$ cat config.mk
export PLATFORM = sky130hd
export DESIGN_NAME = qte_isqrt
export DESIGN_NICKNAME = d
export VERILOG_FILES = /design/src/sv/qte_pkg.sv /design/src/sv/qte_isqrt.sv
export SDC_FILE = /design/constraint.sdc
export NUM_CORES = 2
export LEC_CHECK = 0
export BUFFER_PORTS_ARGS = -buffer_cell sky130_fd_sc_hd__buf_2
export CAP_MARGIN = 20
export CORE_MARGIN = 2
export CORE_UTILIZATION = 64
export DETAILED_ROUTE_END_ITERATION = 8
export GPL_ROUTABILITY_DRIVEN = 0
export PLACE_DENSITY = 0.8
export SETUP_SLACK_MARGIN = 0.2
export SLEW_MARGIN = 10
export SYNTH_ARGS = -nofsm -noshare
export SYNTH_HDL_FRONTEND = slang
export SYNTH_MEMORY_MAX_BITS = 65536
export SYNTH_SLANG_ARGS = --single-unit
$ cat constraint.sdc
create_clock -name clk -period 3.8 [get_ports clk]
set_input_delay 0.19 -clock clk [delete_from_list [all_inputs] [get_ports clk]]
set_output_delay 0.19 -clock clk [all_outputs]
set_load 0.05 [all_outputs]
$ cat src/sv/qte_pkg.sv
// Package for the quaternion to Euler angle converter.
// Holds widths, constants and the arctangent table; depends on nothing.
`timescale 1ns / 1ps

package qte_pkg;

    localparam int COMPONENT_WIDTH = 16;
    localparam int CORDIC_STAGES   = 16;
    localparam int TABLE_LEN       = 24;
    localparam int NST = (CORDIC_STAGES < TABLE_LEN) ? CORDIC_STAGES : TABLE_LEN;

    localparam int PROD_SHIFT = ((2 * COMPONENT_WIDTH - 2) > 29) ?
                                (2 * COMPONENT_WIDTH - 31) : 0;
    localparam int PW  = 2 * COMPONENT_WIDTH - PROD_SHIFT;
    localparam int SW  = PW + 3;
    localparam int CXW = SW + 3;
    localparam int RW  = 2 * SW;
    localparam int SQ  = RW / 2;
    localparam int AW  = 34;
    localparam int MW  = AW + 32;
    localparam int QW  = MW - 47;

    localparam logic signed [AW-1:0] PI_BAM = AW'(64'sd2147483648);
    localparam logic signed [31:0] PI_Q29 = 32'sd1686629713;
    localparam int ANGLE_LIMIT = 25736;
    localparam int HALF_PI_OUT = 12868;

    localparam logic [31:0] ATAN_BAM [TABLE_LEN] = '{
        32'd536870912, 32'd316933406, 32'd167458907, 32'd85004756,
        32'd42667331, 32'd21354465, 32'd10679822, 32'd5340245,
        32'd2670163, 32'd1335087, 32'd667544, 32'd333772,
        32'd166886, 32'd83443, 32'd41722, 32'd20861,
        32'd10430, 32'd5215, 32'd2608, 32'd1304,
        32'd652, 32'd326, 32'd163, 32'd81
    };

    typedef struct packed {
        logic zero;
        logic clamp;
        logic s_pos;
        logic s_neg;
    } qte_flags_t;

endpackage

$ cat src/sv/qte_isqrt.sv
// Pipelined integer square root, one result bit per stage.
// Depends on qte_pkg.
`timescale 1ns / 1ps

module qte_isqrt
    import qte_pkg::*;
(
    input  logic          clk,
    input  logic          en,
    input  logic [RW-1:0] rad,
    output logic [SW-1:0] root
);

    logic [RW:0] v_reg [SQ];
    logic [RW:0] r_reg [SQ];

    genvar k;
    generate
        for (k = 0; k < SQ; k++) begin : g_stage
            logic [RW:0] v_in, r_in, v_next, r_next, bitv, trial;
            if (k == 0) begin : g_first
                assign v_in = {1'b0, rad};
                assign r_in = '0;
            end else begin : g_rest
                assign v_in = v_reg[k-1];
                assign r_in = r_reg[k-1];
            end
            assign bitv  = (RW + 1)'(1) << (RW - 2 - 2 * k);
            assign trial = r_in + bitv;
            always_comb
            begin
                if (v_in >= trial)
                begin
                    v_next = v_in - trial;
                    r_next = (r_in >> 1) + bitv;
                end
                else
                begin
                    v_next = v_in;
                    r_next = r_in >> 1;
                end
            end
            always_ff @(posedge clk)
            begin
                if (en)
                begin
                    v_reg[k] <= v_next;
                    r_reg[k] <= r_next;
                end
            end
        end
    endgenerate

    assign root = r_reg[SQ-1][SW-1:0];

endmodule

==> results.ini <==
[min_path]
hp-class=in2reg

[sta]
tightestPinTransition_ns=1.14
rsz0062_at_grt=true
hold_viol_final=0
min_period_ns=3.67
final.period_utilization_pct=96.5
setup_viol=0
timing.slew.headroom_pct=23.9
clock.fmax_mhz=273
fin_ws_ns=0.133
drv_slew=0
finalClockSkew_ns=0.0913

[detailed_routing]
wl_per_cell_um=25.4
num_vias=97600
avgViaCountPerCell=6.60
ant_nets=0
drc=0
wirelength_um=375000
first_iter_violations=13600
drt_pass1_iterations=9

[placement]
post-place-cells=14000
io_buffers=103
placed_cell_area_mm2=0.144
dp_hpwl_um=258000
dp_slack_ns=-0.276

[status]
outcome=finished clean

[logic_synthesis]
syn-cell-area_mm2=0.139
synthCells=11100
async_reset_ff_share_pct=0
synth_top_area_cell=edfxtp_1
synth_commonest_cells=2,872 x edfxtp_1, 781 x inv_1, 752 x nor2_1
ys_ff_latch=2872
synth_warnings=0
yosysMostFrequentCell=edfxtp_1
syn_nets=11700
synth_area_per_cell_um2=12.6
ys_seq_area_share_pct=62.2
synth_flop_cell=edfxtp_1
ys_types=101
synth_edf_count=2872
synth_top_area_share_pct=62.2
yosys-top-cells-area=edfxtp_1 62%, ha_1 5.6%, xnor2_1 3.4%

[critical_path]
path_cells=inv_1 -> ha_2 -> and3_2 -> nand4_1 -> nor4_2 -> nor2_1 -> nand3_1 -> and4_1 -> or4b_2 -> xnor2_1 -> buf_4
crit_path_start_kind=register
critPathArrivalTime_ns=4.35
endpoint_kind=register
cp_max_fo=8
path_class=reg2reg
critPathSlowestCell=or4b_2
cpPeakStageDelay_ns=0.62
required_ns=4.48

[final_layout]
nNetsFinal=12400
area_growth_pct=13.8
design_area_mm2=0.158
drive_gt1_share_pct=11.1
fillers=12800
largest_register_ffs=2277
fin_cells=14800

[clocking]
clock_path_buffers=4
cts_tree=built
cts_buffers=304
cts.sinks=2872
clk_pin_slew_worst_paths_ns=0.07
clock_latency_ns=0.95
cts_max_level=5
clockRootBuffer=clkbuf_16

[global_routing]
antenna_found_initial=27
grt_max_degree=210
grt_first_pass_wirelength_um=557000
grt.overflow.total=0
grt_use_total_pct=32.8
first_global_vias=94000

[power]
vdd_drop_max_uv=584
power_density_mw_per_mm2=608
p_total_mw=95.9
leakagePower_nw=59.7

[floorplan]
die-area_mm2=0.220
core.rowCount=170
start_util_pct=64.5
core_mm2=0.215
fp.dieH_um=470
io_pins=104
die_x_um=470

[job]
maxCapViolCount=0

==> path summary, 6_finish.rpt <==
| kind | slack (ns) | endpoint | depth (start not counted) | from |
|---|---|---|---|---|
| worst max-delay path | 0.13 | v_reg[22][63] | 11 | r_reg[21][34] |
| worst min-delay path | 0.06 | v_reg[0][66] | 3 | rad[66] |
| worst max register to register | 0.13 | v_reg[22][63] | 11 | r_reg[21][34] |
| worst min register to register | 0.40 | v_reg[15][32] | 0 | v_reg[14][32] |
==> cell families after synthesis <==
kind of cell	after synthesis	share of synthesized area [%]
simple gates	3255	12.4
flops	2872	62.2
compound gates	2114	9.52
buf+inv	1036	2.85
xor+xnor	1033	6.52
fa+ha+maj	625	5.64
mux	115	0.925
other cells	1	0.00270
==> critical path: cells and delay by family, from the launching register on <==
family                     cells  cell delay (ns)
xor gates and xnor gates       1             0.19
adders and majority gates      1             0.43
buffers and inverters          2             0.25
DFF                            1             0.49
and+or+nand+nor                7             2.06
==> power breakdown <==
group | internal (mW) | switching (mW) | total [mW]
logic | 8.92 | 13.2 | 22.1
registers | 40.1 | 3.59 | 43.7
clock network | 17.8 | 12.3 | 30.1
total | 66.8 | 29.1 | 95.9
==> stage by stage <==
stage,hold WS (ns),util [%],setup TNS [ns]
finish,0.0639,73.4,0
detailed placement,0.368,67.1,-4.73
CTS,0.0337,72.6,0
global route,0.0467,73.4,0
floorplan,0.289,-,0
global placement,0.366,67.1,-1.79
==> area by class of cell <==
| cell class | instances | area [um^2] | share of cell area [%] |
|---|---|---|---|
| flip-flops and latches | 2872 | 86200 | 54.6 |
| clock buffers | 353 | 7960 | 5.04 |
| multi-input cells | 7145 | 50100 | 31.7 |
| repair buffers | 611 | 5120 | 3.24 |
| clock inverters | 169 | 1920 | 1.22 |
| diodes | 10 | 25.0 | 0.0159 |
| inverters | 783 | 2940 | 1.86 |
| well taps | 2838 | 3550 | 2.25 |
==> cell usage in the layout, fill, tap and decap left out, drive strengths merged, types with 190 or more instances in the layout <==
| cell type | n |
|---|---|
| clkbuf | 355 |
| ha | 625 |
| nand4 | 211 |
| xnor2 | 546 |
| nand3 | 190 |
| a21o | 254 |
| nor3 | 302 |
| a21oi | 743 |
| xor2 | 487 |
| o21ai | 452 |
| nor2 | 753 |
| nand2 | 614 |
| buf | 471 |
| inv | 789 |
| edfxtp | 2872 |
| nor4 | 386 |
==> repair_timing <==
item / in CTS / in global routing
endpoints found under the setup margin: 276 / 500
hold buffers: 136 / 0
gates cloned: 2 / 5
gates resized for setup: 70 / 241
buffers inserted: 15 / 50
endpoints found under the hold margin: 243 / 0
pin swaps: 16 / 54
==> per-layer routing <==
layer	vias to the layer above	track usage [%]	wire length [um]
met3	1436	7.03	37300
met1	47000	40.2	132000
met4	18	17.6	24100
met2	6261	54.7	181000
met5	-	0	129
li1	42900	-	-
(Power assumes the default switching activity.)
