===== config.mk =====
export PLATFORM = sky130hd
export DESIGN_NAME = qte_angle
export DESIGN_NICKNAME = d
export VERILOG_FILES = /design/src/sv/qte_pkg.sv /design/src/sv/qte_angle.sv
export SDC_FILE = /design/constraint.sdc
export NUM_CORES = 1
export LEC_CHECK = 0
export ABC_AREA = 1
export BUFFER_PORTS_ARGS = -buffer_cell sky130_fd_sc_hd__clkbuf_2
export CAP_MARGIN = 20
export CORE_MARGIN = 1.5
export CORE_UTILIZATION = 55
export CTS_CLUSTER_DIAMETER = 120
export DETAILED_ROUTE_END_ITERATION = 16
export GPL_ROUTABILITY_DRIVEN = 0
export PLACE_DENSITY = 0.72
export SYNTH_ARGS = -nofsm -noshare
export SYNTH_HDL_FRONTEND = slang
export SYNTH_SLANG_ARGS = --single-unit
export TNS_END_PERCENT = 30

===== constraint.sdc =====
create_clock -name clk -period 27.1 [get_ports clk]
set_clock_uncertainty 0.2 [all_clocks]
set_input_delay 5.42 -clock clk [delete_from_list [all_inputs] [get_ports clk]]
set_output_delay 5.42 -clock clk [all_outputs]
set_load 0.02 [all_outputs]

===== src/sv/qte_pkg.sv =====
// Package for the quaternion to Euler angle converter.
// Holds widths, constants and the arctangent table; depends on nothing.
`timescale 1ns / 1ps

package qte_pkg;

    localparam int COMPONENT_WIDTH = 16;
    localparam int CORDIC_STAGES   = 16;
    localparam int TABLE_LEN       = 24;
    localparam int NST = (CORDIC_STAGES < TABLE_LEN) ? CORDIC_STAGES : TABLE_LEN;

    localparam int PROD_SHIFT = ((2 * COMPONENT_WIDTH - 2) > 29) ?
                                (2 * COMPONENT_WIDTH - 31) : 0;
    localparam int PW  = 2 * COMPONENT_WIDTH - PROD_SHIFT;
    localparam int SW  = PW + 3;
    localparam int CXW = SW + 3;
    localparam int RW  = 2 * SW;
    localparam int SQ  = RW / 2;
    localparam int AW  = 34;
    localparam int MW  = AW + 32;
    localparam int QW  = MW - 47;

    localparam logic signed [AW-1:0] PI_BAM = AW'(64'sd2147483648);
    localparam logic signed [31:0] PI_Q29 = 32'sd1686629713;
    localparam int ANGLE_LIMIT = 25736;
    localparam int HALF_PI_OUT = 12868;

    localparam logic [31:0] ATAN_BAM [TABLE_LEN] = '{
        32'd536870912, 32'd316933406, 32'd167458907, 32'd85004756,
        32'd42667331, 32'd21354465, 32'd10679822, 32'd5340245,
        32'd2670163, 32'd1335087, 32'd667544, 32'd333772,
        32'd166886, 32'd83443, 32'd41722, 32'd20861,
        32'd10430, 32'd5215, 32'd2608, 32'd1304,
        32'd652, 32'd326, 32'd163, 32'd81
    };

    typedef struct packed {
        logic zero;
        logic clamp;
        logic s_pos;
        logic s_neg;
    } qte_flags_t;

endpackage


===== src/sv/qte_angle.sv =====
// Converts a binary angle to Q5.13 radians with one registered multiply.
// Depends on qte_pkg.
`timescale 1ns / 1ps

module qte_angle
    import qte_pkg::*;
(
    input  logic                 clk,
    input  logic                 en,
    input  logic signed [AW-1:0] bam,
    output logic signed [QW-1:0] q
);

    logic signed [MW-1:0] prod_reg;
    logic signed [MW-1:0] rounded;

    always_ff @(posedge clk)
    begin
        if (en)
        begin
            prod_reg <= MW'(bam) * MW'(PI_Q29);
        end
    end

    assign rounded = prod_reg + (MW'(1) <<< 46);
    assign q = QW'(rounded >>> 47);

endmodule


==> reports/metrics.csv, run 1 <==
metric,value,unit
status,finished clean,
critical path arrival,11.99,ns
RSZ-0062 raised after global routing,no,
dpl cells,3208,
Vias,16300,
sequential area share after synthesis,2.75,%
wire per inst,17.2,um
Hold WS,5.57,ns
Worst path max stage delay,0.55,ns
Final Hold Fails,0,
Initial Util,56.2,%
max reg flops,20,
Crit path top cell by count,fa_1,
Ant. Diodes,0,
grt met1 use,38.0,%
Post-DRT Antenna Nets,0,
Tmin final,12.16,ns
CP Class,in2reg,
worst path cell trace,buf_4 -> buf_4 -> inv_2 -> fa_1 -> inv_1 -> fa_1 -> inv_1 -> fa_1 -> inv_1 -> ha_1 -> fa_1 -> fa_1 -> inv_1 -> fa_1 -> fa_1 -> inv_1 -> ha_1 -> nand2_1 -> nor2_1 -> nand2_1 -> nor4_1 -> o21ai_0 -> nand3_1 -> nand2_1,
M2 GR Usage,51.0,%
H-tree depth,1,
Netlist cell types,30,
post_cts resized,0,
Core ar.,38900,sq um
drt total wl,55300,um
Seq cells post-synth,20,
"most common cell after layout, fill and taps aside",inv_1,
fraction of synthesized area in multiplexers,0,%
Post-CTS Setup Bufs,0,
fin crit share,44.9,%
clock sinks,20,
Max Cap Viol,0,
layer with the highest usage,met2,
Post-synth EDFFs,20,
CTS tree,built,
syn_nets,3503,
fin util,58.8,%
IO Port Bufs,54,
"Primary FF master, synth",edfxtp_1,
Residual DRC,0,
Worst Tran Pin Value,0.586,ns
vias in the first global route,18100,
Max Transition Viols Final,0,
Final setup violation count,0,
Critical Path Fanout Max,30,
Root Buffer,clkbuf_16,
Compound-Gate Fraction of Synth Area,4.21,%
# hold bufs at CTS,0,
type of the tightest min-delay check,in2reg,
num rows,72,
Vias/cell,5.07,
Synth Instances,2637,
die height,202,um
fmax,82.2,MHz
pin count of the biggest net entering global routing,36,
Initial DRC Count,986,
synthesized area,21900,sq um
hpwl dp,49000,um
XOR/XNOR Fraction of Synth Area,3.20,%
total die area,41000,sq um
Clock Tree Buf Depth,2,
Rel. slew slack,60.6,%
io pins,55,
crit end category,register,
Async SR Flop Fraction,0,%
met3 Use GR,3.08,%
WP data required,26.93,ns
crit path buf inv count,8,
cell at the slowest stage of the critical path,buf_4,
setup TNS,0,ns
total gr overflow,0,
Layout Area Growth over Synthesis,4.70,%
layout filler cell count,3536,
main combinational cell family by area after synthesis,adder cells,
"delay-heaviest family, CP",adder cells,
TritonRoute pass-1 iters,8,
initial antenna violation count,0,
most frequent cells in the layout,"964 x inv_1, 442 x fa_1, 388 x ha_1",
Die Wd,202,um
Num CTS Buffers,3,
net count reported at finish,3561,
"non-filler cells, final",3212,
crit start category,input port,
area share of and/or/nand/nor cells after synthesis,10.6,%
Synth Warn #,0,
share of post-route cells with drive strength above 1,2.86,%
Post-Syn Area per Cell,8.29,sq um
GR Util All Layers,28.9,%
Worst-path clk slew,0.06,ns
fraction of the mapped netlist area in adder cells,62.7,%
first-pass GRT wire length,92300,um
[cell usage after synthesis (all sizes together) (2+ instances only)]
| cell | instances | area share (%) |
|---|---|---|
| a21boi | 2 | 0.069 |
| a21o | 12 | 0.41 |
| a21oi | 89 | 2.0 |
| buf | 2 | 0.046 |
| edfxtp | 20 | 2.7 |
| fa | 442 | 40 |
| ha | 388 | 22 |
| inv | 965 | 17 |
| nand2 | 379 | 6.5 |
| nand3 | 44 | 1.0 |
| nand3b | 2 | 0.069 |
| nand4 | 7 | 0.26 |
| nor2 | 115 | 2.1 |
| nor3 | 8 | 0.21 |
| nor4 | 6 | 0.17 |
| o21ai | 53 | 1.2 |
| o21bai | 14 | 0.48 |
| or2 | 7 | 0.21 |
| xnor2 | 37 | 1.5 |
| xor2 | 43 | 1.7 |
[path summary, 6_finish.rpt]
path              startpoint      endpoint  slack, ns  cells after the start
setup / recovery     bam[33]  prod_reg[55]      14.94                     24
hold / removal            en  prod_reg[52]       5.57                      1
[cell type report]
class | count | area [sq um] | area share, %
Inverter | 965 | 3620 | 15.8
Clock inverter | 1 | 30.0 | 0.131
Clock buffer | 3 | 75.1 | 0.328
Timing Repair Buffer | 56 | 288 | 1.26
Sequential cell | 20 | 601 | 2.62
Multi-Input combinational cell | 1649 | 17600 | 77.0
Tap cell | 518 | 648 | 2.83
[stage by stage]
stage / worst slack (ns) / area [sq um]
after global placement: 14.90 / 22800
after CTS: 14.96 / 22900
final: 14.94 / 22900
after detailed placement: 14.70 / 22800
after global routing: 14.49 / 22900
after floorplan: 14.82 / 21900
[per-layer routing]
metal  wire [um]  vias up
met5           0        -
met4        1610        0
met3        2930      129
met2       27100      477
met1       23700     7936
li1            -     7727
[logic make-up (layout without fill, tap and decap cells)]
kind of cell,after synthesis,after routing
AO/OA/AOI/OAI,170,170
XOR/XNOR,80,80
adder cells (fa/ha/maj),830,830
buffers and inverters,968,1025
flip-flops,20,20
AND/OR/NAND/NOR,569,569
Power of run 1 is not shown: default switching activity piles up to over one toggle a cycle in this logic, so the estimate is an artifact.
==> run 2, diff against run 1 <==
Settings changed: ABC_AREA 1 to 0, PLACE_DENSITY 0.72 to 0.74.
Clock period 27.1 ns to 10.8 ns, I/O delays scaled along.
==> run 2 against run 1 <==
Sequential cell count unchanged. Via count shrank 13%. Critical path depth decreased by 4. Count of clock-buffer cells in the layout stayed put. Design area decreased by 6.2%. Routed wire length shrank 8.9%. First-iteration DRC count fell by 4.9%. Worst setup slack got worse by 14 ns. Synthesized cell count decreased by 18%. Critical endpoint is now prod_reg[53].
==> reports/metrics.csv, run 2 <==
metric,value,unit,change
status,finished clean,,
first-pass GRT wire length,82600,um,-11%
crit end category,register,,
Max Cap Viol,0,,unchanged
share of post-route cells with drive strength above 1,3.85,%,+1.0 points
CTS tree,built,,
WP data required,10.59,ns,-16.34 ns
Seq cells post-synth,20,,unchanged
max reg flops,20,,unchanged
"area leader, netlist",fa_1,,
# hold bufs at CTS,0,,unchanged
Final Hold Fails,0,,unchanged
Critical Path Fanout Max,10,,-67%
top cell type's share of synthesized area,43.1,%,+2.6 points
hpwl dp,45000,um,-8.3%
Netlist cell types,69,,+130%
Max Transition Viols Final,0,,unchanged
Initial Util,55.9,%,-0.26 points
post_cts resized,0,,unchanged
drt total wl,50400,um,-8.9%
Post-DP Area,21400,sq um,-6.2%
crit start category,input port,,
Die Wd,196,um,-3.1%
sequential area share after synthesis,2.93,%,+0.18 points
Clock Tree Buf Depth,2,,unchanged
fmax,104,MHz,
io pins,55,,unchanged
total die area,38500,sq um,-6.1%
crit path buf inv count,5,,-3
top-count cell post-synth,inv_1,,
Num CTS Buffers,3,,unchanged
synthesized area,20500,sq um,-6.1%
Residual DRC,0,,unchanged
H-tree depth,1,,unchanged
Worst Tran Pin Value,0.971,ns,+0.385 ns
Post-Syn Area per Cell,9.54,sq um,+15%
vias in the first global route,16200,,-11%
fin crit share,88.6,%,
Synth Instances,2151,,-18%
Layout Area Growth over Synthesis,4.65,%,about the same
net count reported at finish,3072,,-14%
Async SR Flop Fraction,0,%,unchanged
Synth Warn #,0,,unchanged
Post-synth EDFFs,20,,unchanged
total gr overflow,0,,unchanged
syn_nets,3017,,-14%
fin util,58.5,%,-0.30 points
Crit path top cell by count,fa_1,,
Vias/cell,5.32,,+5.0%
Rel. slew slack,34.7,%,-26 points
Worst-path clk slew,0.05,ns,about the same
die height,196,um,-3.1%
RSZ-0062 raised after global routing,no,,
Synth top cells by count,"803 x inv_1, 442 x fa_1, 388 x ha_1",,
Final setup violation count,0,,unchanged
IO Port Bufs,54,,unchanged
CP Class,in2reg,,
"delay-heaviest family, CP",adder cells,,
worst setup margin,1.23,ns,-13.70 ns
cell at the slowest stage of the critical path,nor4_1,,
Worst path max stage delay,0.84,ns,+0.29 ns
Placement Setup Slack,1.10,ns,-13.59 ns
pin count of the biggest net entering global routing,52,,+44%
"most common cell after layout, fill and taps aside",inv_1,,
initial antenna violation count,0,,unchanged
Initial DRC Count,938,,-4.9%
setup TNS,0,ns,unchanged
clock sinks,20,,unchanged
num rows,70,,-2.8%
Tmin final,9.57,ns,
critical path arrival,9.36,ns,-2.63 ns
Area contributors post-synth,"fa_1 43%, ha_1 24%, inv_1 15%, edfxtp_1 2.9%, xnor2_1 2.9%",,
Ant. Diodes,0,,unchanged
Post-CTS Setup Bufs,0,,unchanged
Root Buffer,clkbuf_16,,
TritonRoute pass-1 iters,7,,-1
most frequent cells in the layout,"802 x inv_1, 442 x fa_1, 388 x ha_1",,
worst path cell trace,clkbuf_2 -> inv_1 -> fa_1 -> inv_1 -> fa_1 -> fa_1 -> ha_1 -> fa_1 -> fa_1 -> fa_1 -> inv_1 -> fa_1 -> inv_1 -> ha_1 -> nand2_1 -> nor4_1 -> nand3_1 -> o41ai_1 -> a221oi_1 -> xnor2_1,,
type of the tightest min-delay check,in2reg,,
"Primary FF master, synth",edfxtp_1,,
Post-DRT Antenna Nets,0,,unchanged
wire per inst,18.9,um,+9.5%
GR Util All Layers,27.8,%,-1.1 points
Final Cell Area,21500,sq um,-6.2%
Core ar.,36700,sq um,-5.7%
Vias,14200,,-13%
[run 2: cell count changes after synthesis, sizes merged, moves of 26 or more]
cell	previous run	this run
nand2	379	64
inv	965	803
nor2	115	33
a21o	12	48
xnor2	37	68
a21oi	89	63
[run 2: per-layer routing]
metal,global-route usage (%),wire [um]
met1,36.3,21300
met2,47.9,24100
met3,3.90,3230
met4,8.58,1790
met5,0,0
[run 2: cell type report]
| cell class | instances | area [sq um] |
|---|---|---|
| multi-input combinational | 1322 | 16900 |
| fill | 3136 | 15200 |
| inverter | 803 | 3010 |
| sequential | 20 | 601 |
| tap | 468 | 586 |
| timing repair buffer | 56 | 288 |
| clock buffer | 3 | 75.1 |
| clock inverter | 1 | 30.0 |
[run 2: logic make-up (layout without fill, tap and decap cells)]
family	Yosys count	after routing	share of synthesized area, %
flip-flops	20	20	2.93
XOR/XNOR	95	95	4.05
buffers and inverters	809	863	14.8
adder cells (fa/ha/maj)	830	830	66.8
AO/OA/AOI/OAI	197	197	6.36
AND/OR/NAND/NOR	196	196	4.91
multiplexers	4	4	0.201
[run 2: path summary, 6_finish.rpt]
path,start,to,cells past startpoint
worst max-delay path,bam[22],prod_reg[53],20
worst min-delay path,en,prod_reg[58],1
[run 2: metrics by stage]
stage                     hold WS [ns]  cells
after floorplan                   2.07   2151
after global placement            2.49   2669
after detailed placement          2.50   2669
after CTS                         2.28   2673
after global routing              2.32   2673
final                             2.28   2673
Power of run 2 is left out for the same reason.
